===== src/rtl/ldd_pkg.sv =====
// Light drop detector package: register codes, mode codes, fixed widths,
// and the command/status structs between controller and datapath.
package ldd_pkg;

    localparam int THR_W  = 10;
    localparam int MODE_W = 2;
    localparam int ADDR_W = 3;
    localparam int DATA_W = 32;
    localparam int JV_W   = 10;
    localparam int BS_W   = 16;

    // Register index (paddr[2])
    localparam logic REG_THRESHOLD = 1'b0;
    localparam logic REG_MODE      = 1'b1;

    localparam logic [MODE_W-1:0] MODE_SINGLE = 2'd0;
    localparam logic [MODE_W-1:0] MODE_AVG    = 2'd1;
    localparam logic [MODE_W-1:0] MODE_HOLD   = 2'd2;

    localparam logic [THR_W-1:0]  THR_RESET  = 10'd50;
    localparam logic [MODE_W-1:0] MODE_RESET = MODE_SINGLE;

    typedef struct packed {
        logic prime_write;
        logic group_clear;
        logic group_add;
        logic load_v_sample;
        logic div_mul;
        logic div_fix;
        logic judge_mul;
        logic out_load;
        logic push;
    } dp_cmd_t;

    typedef struct packed {
        logic primed;
        logic group_last;
        logic det;
    } dp_status_t;

endpackage


===== src/rtl/ldd_ctrl.sv =====
// Light drop detector controller: item sequencing, push count, result valid.
// Depends on ldd_pkg; drives ldd_dp through dp_cmd_t.
module ldd_ctrl #(
    parameter int GROUP = 5
) (
    input  logic                         clk,
    input  logic                         rst_n,
    input  logic                         sample_valid,
    output logic                         sample_ready,
    input  logic [ldd_pkg::MODE_W-1:0]   judge_mode,
    input  ldd_pkg::dp_status_t          status,
    output ldd_pkg::dp_cmd_t             cmd,
    output logic                         result_valid,
    input  logic                         result_ready
);

    localparam int PC_W = $clog2(GROUP + 1);

    localparam logic [2:0] S_IDLE      = 3'd0;
    localparam logic [2:0] S_DIV_MUL   = 3'd1;
    localparam logic [2:0] S_DIV_FIX   = 3'd2;
    localparam logic [2:0] S_JUDGE_MUL = 3'd3;
    localparam logic [2:0] S_JUDGE     = 3'd4;
    localparam logic [2:0] S_PUSH      = 3'd5;

    logic [2:0]      state_reg, state_next;
    logic [PC_W-1:0] push_left_reg, push_left_next;
    logic            result_valid_reg, result_valid_next;
    logic            accept;

    assign sample_ready = (state_reg == S_IDLE);
    assign accept       = sample_valid && sample_ready;
    assign result_valid = result_valid_reg;

    always_comb
    begin
        cmd               = '0;
        state_next        = state_reg;
        push_left_next    = push_left_reg;
        result_valid_next = result_valid_reg && !result_ready;
        unique case (state_reg)
            S_IDLE:
            begin
                if (accept)
                begin
                    if (!status.primed)
                    begin
                        cmd.prime_write = 1'b1;
                    end
                    else if (judge_mode == ldd_pkg::MODE_SINGLE)
                    begin
                        cmd.group_clear   = 1'b1;
                        cmd.load_v_sample = 1'b1;
                        push_left_next    = PC_W'(1);
                        state_next        = S_JUDGE_MUL;
                    end
                    else
                    begin
                        cmd.group_add = 1'b1;
                        if (status.group_last)
                        begin
                            push_left_next = (judge_mode == ldd_pkg::MODE_AVG) ?
                                             PC_W'(GROUP) : '0;
                            state_next     = S_DIV_MUL;
                        end
                    end
                end
            end
            S_DIV_MUL:
            begin
                cmd.div_mul = 1'b1;
                state_next  = S_DIV_FIX;
            end
            S_DIV_FIX:
            begin
                cmd.div_fix     = 1'b1;
                cmd.group_clear = 1'b1;
                state_next      = S_JUDGE_MUL;
            end
            S_JUDGE_MUL:
            begin
                cmd.judge_mul = 1'b1;
                state_next    = S_JUDGE;
            end
            S_JUDGE:
            begin
                if (!result_valid_reg || result_ready)
                begin
                    cmd.out_load      = 1'b1;
                    result_valid_next = 1'b1;
                    if (!status.det && push_left_reg != '0)
                    begin
                        state_next = S_PUSH;
                    end
                    else
                    begin
                        state_next = S_IDLE;
                    end
                end
            end
            S_PUSH:
            begin
                cmd.push       = 1'b1;
                push_left_next = push_left_reg - PC_W'(1);
                if (push_left_reg == PC_W'(1))
                begin
                    state_next = S_IDLE;
                end
            end
            default:
            begin
                state_next = S_IDLE;
            end
        endcase
    end

    always_ff @(posedge clk or negedge rst_n)
    begin
        if (!rst_n)
        begin
            state_reg        <= S_IDLE;
            push_left_reg    <= '0;
            result_valid_reg <= 1'b0;
        end
        else
        begin
            state_reg        <= state_next;
            push_left_reg    <= push_left_next;
            result_valid_reg <= result_valid_next;
        end
    end

endmodule


===== src/rtl/ldd_dp.sv =====
// Light drop detector datapath: baseline ring memory, running sum, group
// accumulator, divide by group size, threshold compare, result registers.
// Depends on ldd_pkg; controlled by ldd_ctrl.
module ldd_dp #(
    parameter int WINDOW      = 40,
    parameter int GROUP       = 5,
    parameter int SAMPLE_BITS = 10
) (
    input  logic                         clk,
    input  logic                         rst_n,
    input  logic [SAMPLE_BITS-1:0]       sample,
    input  logic [ldd_pkg::THR_W-1:0]    drop_threshold,
    input  ldd_pkg::dp_cmd_t             cmd,
    output ldd_pkg::dp_status_t          status,
    output logic                         detected,
    output logic [ldd_pkg::JV_W-1:0]     judged_value,
    output logic [ldd_pkg::BS_W-1:0]     baseline_sum
);

    localparam int PTR_W  = (WINDOW > 1) ? $clog2(WINDOW) : 1;
    localparam int PCNT_W = $clog2(WINDOW + 1);
    localparam int SUM_W  = SAMPLE_BITS + $clog2(WINDOW);
    localparam int SUMX_W = (SUM_W > ldd_pkg::BS_W) ? SUM_W : ldd_pkg::BS_W;
    localparam int VW     = (SAMPLE_BITS > ldd_pkg::JV_W) ? SAMPLE_BITS : ldd_pkg::JV_W;
    localparam int ACC_W  = SAMPLE_BITS + $clog2(GROUP);
    localparam int GCW    = $clog2(GROUP + 1);
    localparam int DIV_S  = ACC_W;
    localparam int M_W    = DIV_S + 1;
    localparam int PROD_W = ACC_W + M_W;
    localparam logic [M_W-1:0] RECIP = M_W'((2 ** DIV_S) / GROUP);
    localparam int RHS_W  = VW + 1 + $clog2(WINDOW + 1);

    logic [SAMPLE_BITS-1:0] ring_mem [WINDOW];
    logic [SAMPLE_BITS-1:0] rd_data_reg;
    logic [PTR_W-1:0]       ptr_reg, ptr_next;
    logic [SUM_W-1:0]       sum_reg, sum_next;
    logic [PCNT_W-1:0]      prime_cnt_reg;
    logic [ACC_W-1:0]       acc_reg;
    logic [GCW-1:0]         gcnt_reg;
    logic [ACC_W-1:0]       qest_reg;
    logic [VW-1:0]          v_reg;
    logic [RHS_W-1:0]       rhs_reg;
    logic                   det_reg;
    logic [ldd_pkg::JV_W-1:0] jv_reg;
    logic [ldd_pkg::BS_W-1:0] bs_reg;

    logic                   advance;
    logic [SAMPLE_BITS-1:0] wr_data;
    logic [PROD_W-1:0]      prod;
    logic [ACC_W-1:0]       rem;
    logic [ACC_W-1:0]       qcorr;
    logic [SUMX_W-1:0]      sum_x;

    assign advance  = cmd.prime_write || cmd.push;
    assign wr_data  = cmd.prime_write ? sample : v_reg[SAMPLE_BITS-1:0];
    assign ptr_next = !advance ? ptr_reg :
                      (ptr_reg == PTR_W'(WINDOW - 1)) ? '0 : ptr_reg + PTR_W'(1);

    always_comb
    begin
        sum_next = sum_reg;
        if (cmd.prime_write)
        begin
            sum_next = sum_reg + SUM_W'(sample);
        end
        else if (cmd.push)
        begin
            sum_next = sum_reg - SUM_W'(rd_data_reg) + SUM_W'(v_reg[SAMPLE_BITS-1:0]);
        end
    end

    // reciprocal estimate is exact or one low; the remainder check fixes it
    assign prod  = PROD_W'(acc_reg) * PROD_W'(RECIP);
    assign rem   = acc_reg - ACC_W'(qest_reg * ACC_W'(GROUP));
    assign qcorr = (rem >= ACC_W'(GROUP)) ? qest_reg + ACC_W'(1) : qest_reg;

    assign sum_x = SUMX_W'(sum_reg);

    assign status.primed     = (prime_cnt_reg == PCNT_W'(WINDOW));
    assign status.group_last = (GCW'(gcnt_reg + GCW'(1)) == GCW'(GROUP));
    assign status.det        = (RHS_W'(sum_reg) > rhs_reg);

    assign detected     = det_reg;
    assign judged_value = jv_reg;
    assign baseline_sum = bs_reg;

    // read port follows the next pointer so rd_data_reg is always ring[ptr_reg]
    always_ff @(posedge clk)
    begin
        if (advance)
        begin
            ring_mem[ptr_reg] <= wr_data;
        end
        rd_data_reg <= ring_mem[ptr_next];
    end

    always_ff @(posedge clk or negedge rst_n)
    begin
        if (!rst_n)
        begin
            ptr_reg       <= '0;
            sum_reg       <= '0;
            prime_cnt_reg <= '0;
            acc_reg       <= '0;
            gcnt_reg      <= '0;
        end
        else
        begin
            ptr_reg <= ptr_next;
            sum_reg <= sum_next;
            if (cmd.prime_write)
            begin
                prime_cnt_reg <= prime_cnt_reg + PCNT_W'(1);
            end
            if (cmd.group_clear)
            begin
                acc_reg  <= '0;
                gcnt_reg <= '0;
            end
            else if (cmd.group_add)
            begin
                acc_reg  <= acc_reg + ACC_W'(sample);
                gcnt_reg <= gcnt_reg + GCW'(1);
            end
        end
    end

    always_ff @(posedge clk)
    begin
        if (cmd.div_mul)
        begin
            qest_reg <= ACC_W'(prod >> DIV_S);
        end
        if (cmd.load_v_sample)
        begin
            v_reg <= VW'(sample);
        end
        else if (cmd.div_fix)
        begin
            v_reg <= VW'(qcorr);
        end
        if (cmd.judge_mul)
        begin
            rhs_reg <= RHS_W'(WINDOW) * (RHS_W'(v_reg) + RHS_W'(drop_threshold));
        end
        if (cmd.out_load)
        begin
            det_reg <= status.det;
            jv_reg  <= v_reg[ldd_pkg::JV_W-1:0];
            bs_reg  <= sum_x[ldd_pkg::BS_W-1:0];
        end
    end

endmodule


===== src/rtl/light_drop_detector_unit.sv =====
// Light drop detector top level: APB register file, controller and datapath.
// Depends on ldd_pkg, ldd_ctrl and ldd_dp.
//
// Usage: one ADC reading per item on sample (sample_valid/sample_ready). The
// first WINDOW items after reset fill the dark baseline ring and produce no
// result; the block stays ready after each one. Afterwards, in single mode
// every item yields a result (detected, judged_value, baseline_sum) on
// result_valid/result_ready; the item passes a multiply and a compare step,
// then one ring push when no drop is seen. In the averaged modes items
// 1..GROUP-1 of a group are only added to the group sum; the last one then
// passes divide by GROUP, multiply and compare, followed by GROUP ring pushes,
// one push per cycle through the single write port, in update mode when no
// drop is seen. Hold mode never pushes.
// A finished result sits in the output register while the next item is
// taken; a following result waits in the compare step until it is taken.
// Reset clears the ring pointer, sum, priming and group counts, and loads
// drop_threshold = 50 and judge_mode = single. Registers: 0x0 drop_threshold,
// 0x4 judge_mode; write only while the block is idle.
module light_drop_detector_unit #(
    parameter int WINDOW      = 40,
    parameter int GROUP       = 5,
    parameter int SAMPLE_BITS = 10
) (
    input  logic                         clk,
    input  logic                         rst_n,
    input  logic                         psel,
    input  logic                         penable,
    input  logic                         pwrite,
    input  logic [ldd_pkg::ADDR_W-1:0]   paddr,
    input  logic [ldd_pkg::DATA_W-1:0]   pwdata,
    output logic [ldd_pkg::DATA_W-1:0]   prdata,
    output logic                         pready,
    input  logic                         sample_valid,
    output logic                         sample_ready,
    input  logic [SAMPLE_BITS-1:0]       sample,
    output logic                         result_valid,
    input  logic                         result_ready,
    output logic                         detected,
    output logic [ldd_pkg::JV_W-1:0]     judged_value,
    output logic [ldd_pkg::BS_W-1:0]     baseline_sum
);

    logic [ldd_pkg::THR_W-1:0]  drop_threshold_reg;
    logic [ldd_pkg::MODE_W-1:0] judge_mode_reg;
    logic                       wr_en;
    ldd_pkg::dp_cmd_t           cmd;
    ldd_pkg::dp_status_t        status;

    assign pready = 1'b1;
    assign wr_en  = psel && penable && pwrite && pready;

    always_comb
    begin
        unique case (paddr[2])
            ldd_pkg::REG_THRESHOLD: prdata = ldd_pkg::DATA_W'(drop_threshold_reg);
            ldd_pkg::REG_MODE:      prdata = ldd_pkg::DATA_W'(judge_mode_reg);
            default:                prdata = '0;
        endcase
    end

    always_ff @(posedge clk or negedge rst_n)
    begin
        if (!rst_n)
        begin
            drop_threshold_reg <= ldd_pkg::THR_RESET;
            judge_mode_reg     <= ldd_pkg::MODE_RESET;
        end
        else if (wr_en)
        begin
            unique case (paddr[2])
                ldd_pkg::REG_THRESHOLD: drop_threshold_reg <= pwdata[ldd_pkg::THR_W-1:0];
                ldd_pkg::REG_MODE:      judge_mode_reg     <= pwdata[ldd_pkg::MODE_W-1:0];
                default:
                begin
                end
            endcase
        end
    end

    ldd_ctrl #(
        .GROUP (GROUP)
    ) u_ctrl (
        .clk          (clk),
        .rst_n        (rst_n),
        .sample_valid (sample_valid),
        .sample_ready (sample_ready),
        .judge_mode   (judge_mode_reg),
        .status       (status),
        .cmd          (cmd),
        .result_valid (result_valid),
        .result_ready (result_ready)
    );

    ldd_dp #(
        .WINDOW      (WINDOW),
        .GROUP       (GROUP),
        .SAMPLE_BITS (SAMPLE_BITS)
    ) u_dp (
        .clk            (clk),
        .rst_n          (rst_n),
        .sample         (sample),
        .drop_threshold (drop_threshold_reg),
        .cmd            (cmd),
        .status         (status),
        .detected       (detected),
        .judged_value   (judged_value),
        .baseline_sum   (baseline_sum)
    );

endmodule


===== config.mk =====
export PLATFORM = sky130hd
export DESIGN_NAME = light_drop_detector_unit
export DESIGN_NICKNAME = d
export VERILOG_FILES = /design/src/rtl/ldd_pkg.sv /design/src/rtl/ldd_ctrl.sv /design/src/rtl/ldd_dp.sv /design/src/rtl/light_drop_detector_unit.sv
export SDC_FILE = /design/constraint.sdc
export NUM_CORES = 1
export LEC_CHECK = 0
export ABC_CLOCK_PERIOD_IN_PS = 10300
export BUFFER_PORTS_ARGS = -buffer_cell sky130_fd_sc_hd__buf_2
export CAP_MARGIN = 25
export CELL_PAD_IN_SITES_DETAIL_PLACEMENT = 0
export CELL_PAD_IN_SITES_GLOBAL_PLACEMENT = 1
export CORE_MARGIN = 1.5
export CORE_UTILIZATION = 35
export CTS_BUF_LIST = sky130_fd_sc_hd__clkbuf_4
export DETAILED_ROUTE_END_ITERATION = 10
export HOLD_SLACK_MARGIN = 0.06
export PLACE_DENSITY = 0.54
export SLEW_MARGIN = 15
export SYNTH_ARGS = -nofsm -noshare
export SYNTH_HDL_FRONTEND = slang
export SYNTH_HIERARCHICAL = 1
export SYNTH_SLANG_ARGS = --single-unit
export TNS_END_PERCENT = 5

===== constraint.sdc =====
create_clock -name clk -period 10.3 [get_ports clk]
set_input_delay 2.06 -clock clk [delete_from_list [all_inputs] [get_ports clk]]
set_output_delay 2.06 -clock clk [all_outputs]
set_load 0.1 [all_outputs]

Word level (Yosys, flattened, before mapping)
Memories as Yosys holds them, arrays and structs flattened. A register that Yosys moved wholly into a read port is not among the register bits.
Index checks and enable logic that the tools add are counted.
W data, S select, Z words.
Operators by class
  add/subtract/negate cells: 11
  $mul: 3
  div/mod/pow operators: 0
  $lt $le $gt $ge: 2
  eq/ne operators: 15
  shifts and indexed selects: 0
  mux-type cells: 45
  bitwise operators: 1
  reduce and logical (&&, ||, !) cells: 21
Operators by type and width (number)
  $pmux W32 S2: 1
  $mux W3: 15
  $mux W10: 4
  $add A16 B10 Y16: 2
  $mux W16: 2
  $mux W13: 2
  $mul A13 B10 Y23 const B: 1
  $pmux W3 S6: 1
  $gt A16 B17 Y1: 1
  $mul A3 B17 Y14 const A: 1
  $sub A16 B10 Y16: 1
  $mux W1: 14
  $add A13 B10 Y13: 1
  $ge A13 B3 Y1 const B: 1
  $mul A11 B3 Y13 const B: 1
  $sub A13 B13 Y13: 1
  $add A6 B1 Y6 const B: 2
  $eq A6 B6 Y1 const B: 2
  $mux W6: 2
  $add A10 B10 Y11: 1
  $add A10 B1 Y10 const B: 1
  $eq A3 B3 Y1 const B: 3
  $reduce_bool A2 Y1: 4
  $eq A3 B1 Y1 const B: 2
  21 further kinds: 32
Word-level totals
  bits in registers: 125
  latch bits: 0
  RAM bits: 400
  ROM bits: 0
  input bits: 52
  output and inout bits: 62
  word-level logic and storage cells: 115
  memories: 1
Memories
  u_dp.ring_mem: depth 40, bits a word 10, read ports 1, clocked after memory_dff 1, wr ports 1, line ldd_dp.sv:33  | logic [SAMPLE_BITS-1:0] ring_mem [WINDOW];

Longest topological paths before layout
  depth in word-level cells: 8
  mapped depth: 18
  depth with buffers taken out: 18

Cells and area by module
Netlist, hierarchy kept.
By module, submodules not included
  ldd_dp: instances 1, cells each 1802, area each 26430.3 µm², sequential area each 15174.6 µm²
  light_drop_detector_unit: instances 1, cells each 63, area each 775.7 µm², sequential area each 304.0 µm²
  ldd_ctrl: instances 1, cells each 66, area each 548.0 µm², sequential area each 175.2 µm²

Worst setup path before layout
OpenSTA, ideal clock, no wires.
  path type: in2out
  from: in paddr[2] in the netlist's numbering
  to: out prdata[2] in the netlist's numbering
  arrival time: 3.564 ns
  data required time: 8.240 ns
  path slack: 4.676 ns
  cell stages on the path: 2
  buffers on the path: 1
  cells stage by stage: buf_2 > nor2b_1
Between the ends
  word-level cells in the longest chain between the ends: 2
Ends and longest elaborated chain
  start: declaration: line light_drop_detector_unit.sv:29  | input logic [ldd_pkg::ADDR_W-1:0] paddr,
  $not A1 Y1 (no line)
  $pmux W32 S2 (*): line light_drop_detector_unit.sv:54  | unique case (paddr[2])
  end: declaration: line light_drop_detector_unit.sv:31  | output logic [ldd_pkg::DATA_W-1:0] prdata,
Every way passes the cells marked *; elsewhere a longest branch is shown, timed or not. The select of a mux whose other input is x is not followed.

Worst setup path after layout
  from: reg u_dp.acc_reg[5]
  to: reg u_dp.qest_reg[5] (data pin)
Between the ends
  word-level cells in the longest chain between the ends: 1
Ends and longest elaborated chain
  start: declaration: line ldd_dp.sv:38  | logic [ACC_W-1:0] acc_reg;
  start signal: assignment: line ldd_dp.sv:122  | acc_reg <= acc_reg + ACC_W'(sample);
  $mul A13 B10 Y23: line ldd_dp.sv:73  | assign prod = PROD_W'(acc_reg) * PROD_W'(RECIP);
  named net u_dp.prod[18]: line ldd_dp.sv:49  | logic [PROD_W-1:0] prod;
  end signal: assignment: line ldd_dp.sv:132  | qest_reg <= ACC_W'(prod >> DIV_S);
  end: declaration: line ldd_dp.sv:40  | logic [ACC_W-1:0] qest_reg;
The timed path passes the listed nets, and every way through them passes these cells.
A chain may end at the register's enable or synchronous reset.

==> flow_summary.json <==
{
  "outcome": "completed",
  "synthesis.instances": 1931,
  "drv_slew": 0,
  "synth_area_mm2": 0.0278,
  "postCtsResizedCells": 0,
  "synth_seq_area_share_pct": 56.4,
  "die_w_um": 285,
  "cts_root_buf": "clkbuf_4",
  "grt_pass1_wl_um": 103000,
  "vias_per_cell": 4.97,
  "floorplan.die_area_mm2": 0.0810,
  "clockBufferDepth": 3,
  "muxShareOfSynthArea_pct": 11.2,
  "crit_cells": 18,
  "hp-class": "reg -> reg",
  "arrival_ns": 6.12,
  "critPathBufInv": 4,
  "synth_common_cells": "edfxtp_1, ha_1, inv_1",
  "hold_slack_ns": 0.470,
  "area_growth_pct": 14.6,
  "max_slew_margin_pct": 34.3,
  "crit_path_start_kind": "register",
  "hpwl_um": 46400,
  "synth-seq-cells": 535,
  "cp_slowest_cell": "dfrtp_1",
  "synth_top_family_by_area": "adder cells",
  "switching_power_uw": 4170,
  "path_cells": "ha_1 > ha_1 > inv_1 > fa_1 > inv_1 > fa_1 > inv_1 > fa_1 > inv_1 > ha_1 > nand3_1 > a211oi_1 > o41ai_1 > nand3_1 > a21bo_2 > a311o_1 > a21oi_1 > xnor2_1",
  "drc_errors": 0,
  "ys_warn_count": 6,
  "syn_area_per_cell_um2": 14.4,
  "synth_xor_area_share_pct": 2.38,
  "worst_slew_pin_slew_ns": 0.982,
  "grt_use_total_pct": 17.1,
  "setup_violations": 0,
  "routedWlPerCell_um": 20.5,
  "clock_sinks": 535,
  "die_y_um": 285,
  "io_pins": 114,
  "ys_types": 96,
  "place_congestion": 0.803,
  "synth_top_cell_area_share_pct": 50.0,
  "p_comb_share_pct": 50.6,
  "h-tree-depth": 4,
  "swShare_pct": 40.8,
  "synth_fa_ha_area_share_pct": 12.4,
  "ys.flop_type": "edfxtp_1",
  "peakVddDrop_mv": 0.291,
  "synth_compound_gate_area_share_pct": 7.21,
  "ant_nets": 0,
  "drtIter0Drc": 889,
  "start_util_pct": 35.2,
  "worstHoldPathCells": 1,
  "hold_viol_final": 0,
  "finalClockSkew_ns": 0.0653,
  "slowest_delay_ns": 0.68,
  "required_ns": 10.96,
  "drive_above_1_share_pct": 24.2,
  "cap_violations": 0,
  "cts_buffers": 146,
  "power_frac_seq_pct": 30.7,
  "grt_start_max_net_pins": 74,
  "fin_area_mm2": 0.0318,
  "setup_tns_ns": 0,
  "p_leak_uw": 0.0125,
  "clock_latency_ns": 0.97,
  "cp_common_cell": "inv_1",
  "yosys.area_share.simple_pct": 6.19,
  "postCtsSetupBuffers": 0,
  "cp_top_family": "adder cells",
  "cts_tree": "yes",
  "end_kind": "register",
  "synth_area_leaders": "edfxtp_1, ha_1, mux4_2, dfrtp_1, fa_1",
  "numPortBuffers": 66,
  "fin_ws_ns": 4.85,
  "yosys.area.top_type": "edfxtp_1",
  "rsz0062_at_grt": "no",
  "rows": 103,
  "yosysMostFrequentCell": "edfxtp_1",
  "worstSetupPathType": "reg -> reg",
  "layout.nets": 2440,
  "p_int_uw": 6040,
  "fmax_mhz": 183,
  "clockPowerShare_pct": 18.8,
  "synth_edf_count": 462,
  "grt_pass1_vias": 17000,
  "post-route-min-period_ns": 5.45,
  "antenna_found_initial": 2,
  "core_area_mm2": 0.0787,
  "largest_register_ffs": 400,
  "crit_fanout": 8,
  "min_period_over_period_pct": 53.0,
  "pre_cts_ws_ns": 3.73,
  "clkTransAtPathRegs_ns": 0.06,
  "placed_area_mm2": 0.0296,
  "vias": 16400,
  "hold_buffers": 0,
  "nFillCells": 7436,
  "wirelength_um": 67800,
  "firstDrtPassIters": 7,
  "powerDensity_mw_per_mm2": 321,
  "grt_overflow_total": 0,
  "async_flop_share_pct": 11.8,
  "reg2reg_depth": 18
}
==> power groups by stage <==
stage	combinational [uW]	sequential (uW)	clock [uW]
global route	5710	3160	2120
finish	5160	3130	1920
CTS	5140	3140	2000
floorplan	3720	3220	0
detailed placement	5100	3190	0
global placement	5040	3180	0
==> path summary, 6_finish.rpt <==
kind,startpoint,end,slack [ns]
worst max-delay path,u_dp/acc_reg[5]$_DFFE_PN0P_,u_dp/qest_reg[5]$_DFFE_PP_,4.85
worst min-delay path,u_dp/prime_cnt_reg[5]$_DFFE_PN0P_,u_dp/prime_cnt_reg[5]$_DFFE_PN0P_,0.47
worst max register to register,u_dp/acc_reg[5]$_DFFE_PN0P_,u_dp/qest_reg[5]$_DFFE_PP_,4.85
worst min register to register,u_dp/prime_cnt_reg[5]$_DFFE_PN0P_,u_dp/prime_cnt_reg[5]$_DFFE_PN0P_,0.47
max in group asynchronous,rst_n,u_dp/acc_reg[10]$_DFFE_PN0P_,8.42
min in group asynchronous,rst_n,drop_threshold_reg[8]$_DFFE_PN0P_,1.24
==> metrics by stage <==
stage	std cells	power, uW	util [%]
after global routing	3301	11000	40.4
after CTS	3280	10300	40.0
after detailed placement	3030	8290	37.6
after global placement	2999	8220	37.2
after floorplan	1952	6950	-
final	3302	10200	40.4
==> final cells by class <==
type	count	area [um^2]	share of cell area, %
diodes	4	10.0	0.0315
clock buffers	221	1660	5.22
clock inverters	29	206	0.649
inverters	186	698	2.20
multi-input cells	1149	11200	35.2
flip-flops and latches	535	15700	49.2
well taps	1050	1310	4.13
repair buffers	128	1070	3.35
==> cell usage in the layout (no fill, tap or decap), types with 7 or more instances in the layout <==
| cell type | n |
|---|---|
| nor2b_1 | 33 |
| conb_1 | 23 |
| a31oi_1 | 7 |
| nand3_1 | 30 |
| buf_4 | 32 |
| buf_16 | 8 |
| mux4_2 | 100 |
| buf_2 | 65 |
| nand2_1 | 78 |
| dfxtp_1 | 10 |
| nand4_1 | 9 |
| o221ai_1 | 13 |
| a21oi_1 | 63 |
| o21bai_1 | 10 |
| o21ai_0 | 35 |
| nand2b_1 | 11 |
| a211oi_1 | 22 |
| a211o_1 | 13 |
| o21a_1 | 13 |
| o21ai_4 | 10 |
| o211ai_1 | 8 |
| o21ai_1 | 21 |
| clkbuf_4 | 221 |
| edfxtp_1 | 462 |
| buf_6 | 20 |
| fa_1 | 55 |
| xnor2_1 | 51 |
| xor2_1 | 22 |
| ha_1 | 187 |
| dfrtp_1 | 60 |
| inv_1 | 183 |
| a21o_1 | 20 |
| nor3_1 | 17 |
| mux2_2 | 15 |
| nor2_1 | 106 |
| mux2_4 | 12 |
| clkinv_1 | 15 |
| mux2i_1 | 50 |
==> routing by layer <==
| metal | vias up | track usage, % | wire, um |
|---|---|---|---|
| li1 | 7735 | - | - |
| met1 | 8216 | 22.9 | 31400 |
| met2 | 360 | 27.5 | 32400 |
| met3 | 90 | 3.48 | 2710 |
| met4 | 0 | 5.93 | 1220 |
| met5 | - | 0 | 0 |
==> cell families (layout without fill, tap and decap cells) <==
group / count (synthesis) / after routing
compound gates: 289 / 289
xor+xnor: 74 / 74
fa+ha+maj: 242 / 242
buf+inv: 268 / 564
flops: 535 / 535
mux: 178 / 178
other cells: 2 / 27
simple gates: 343 / 343
No activity file was read; power rests on OpenSTA's default activity.
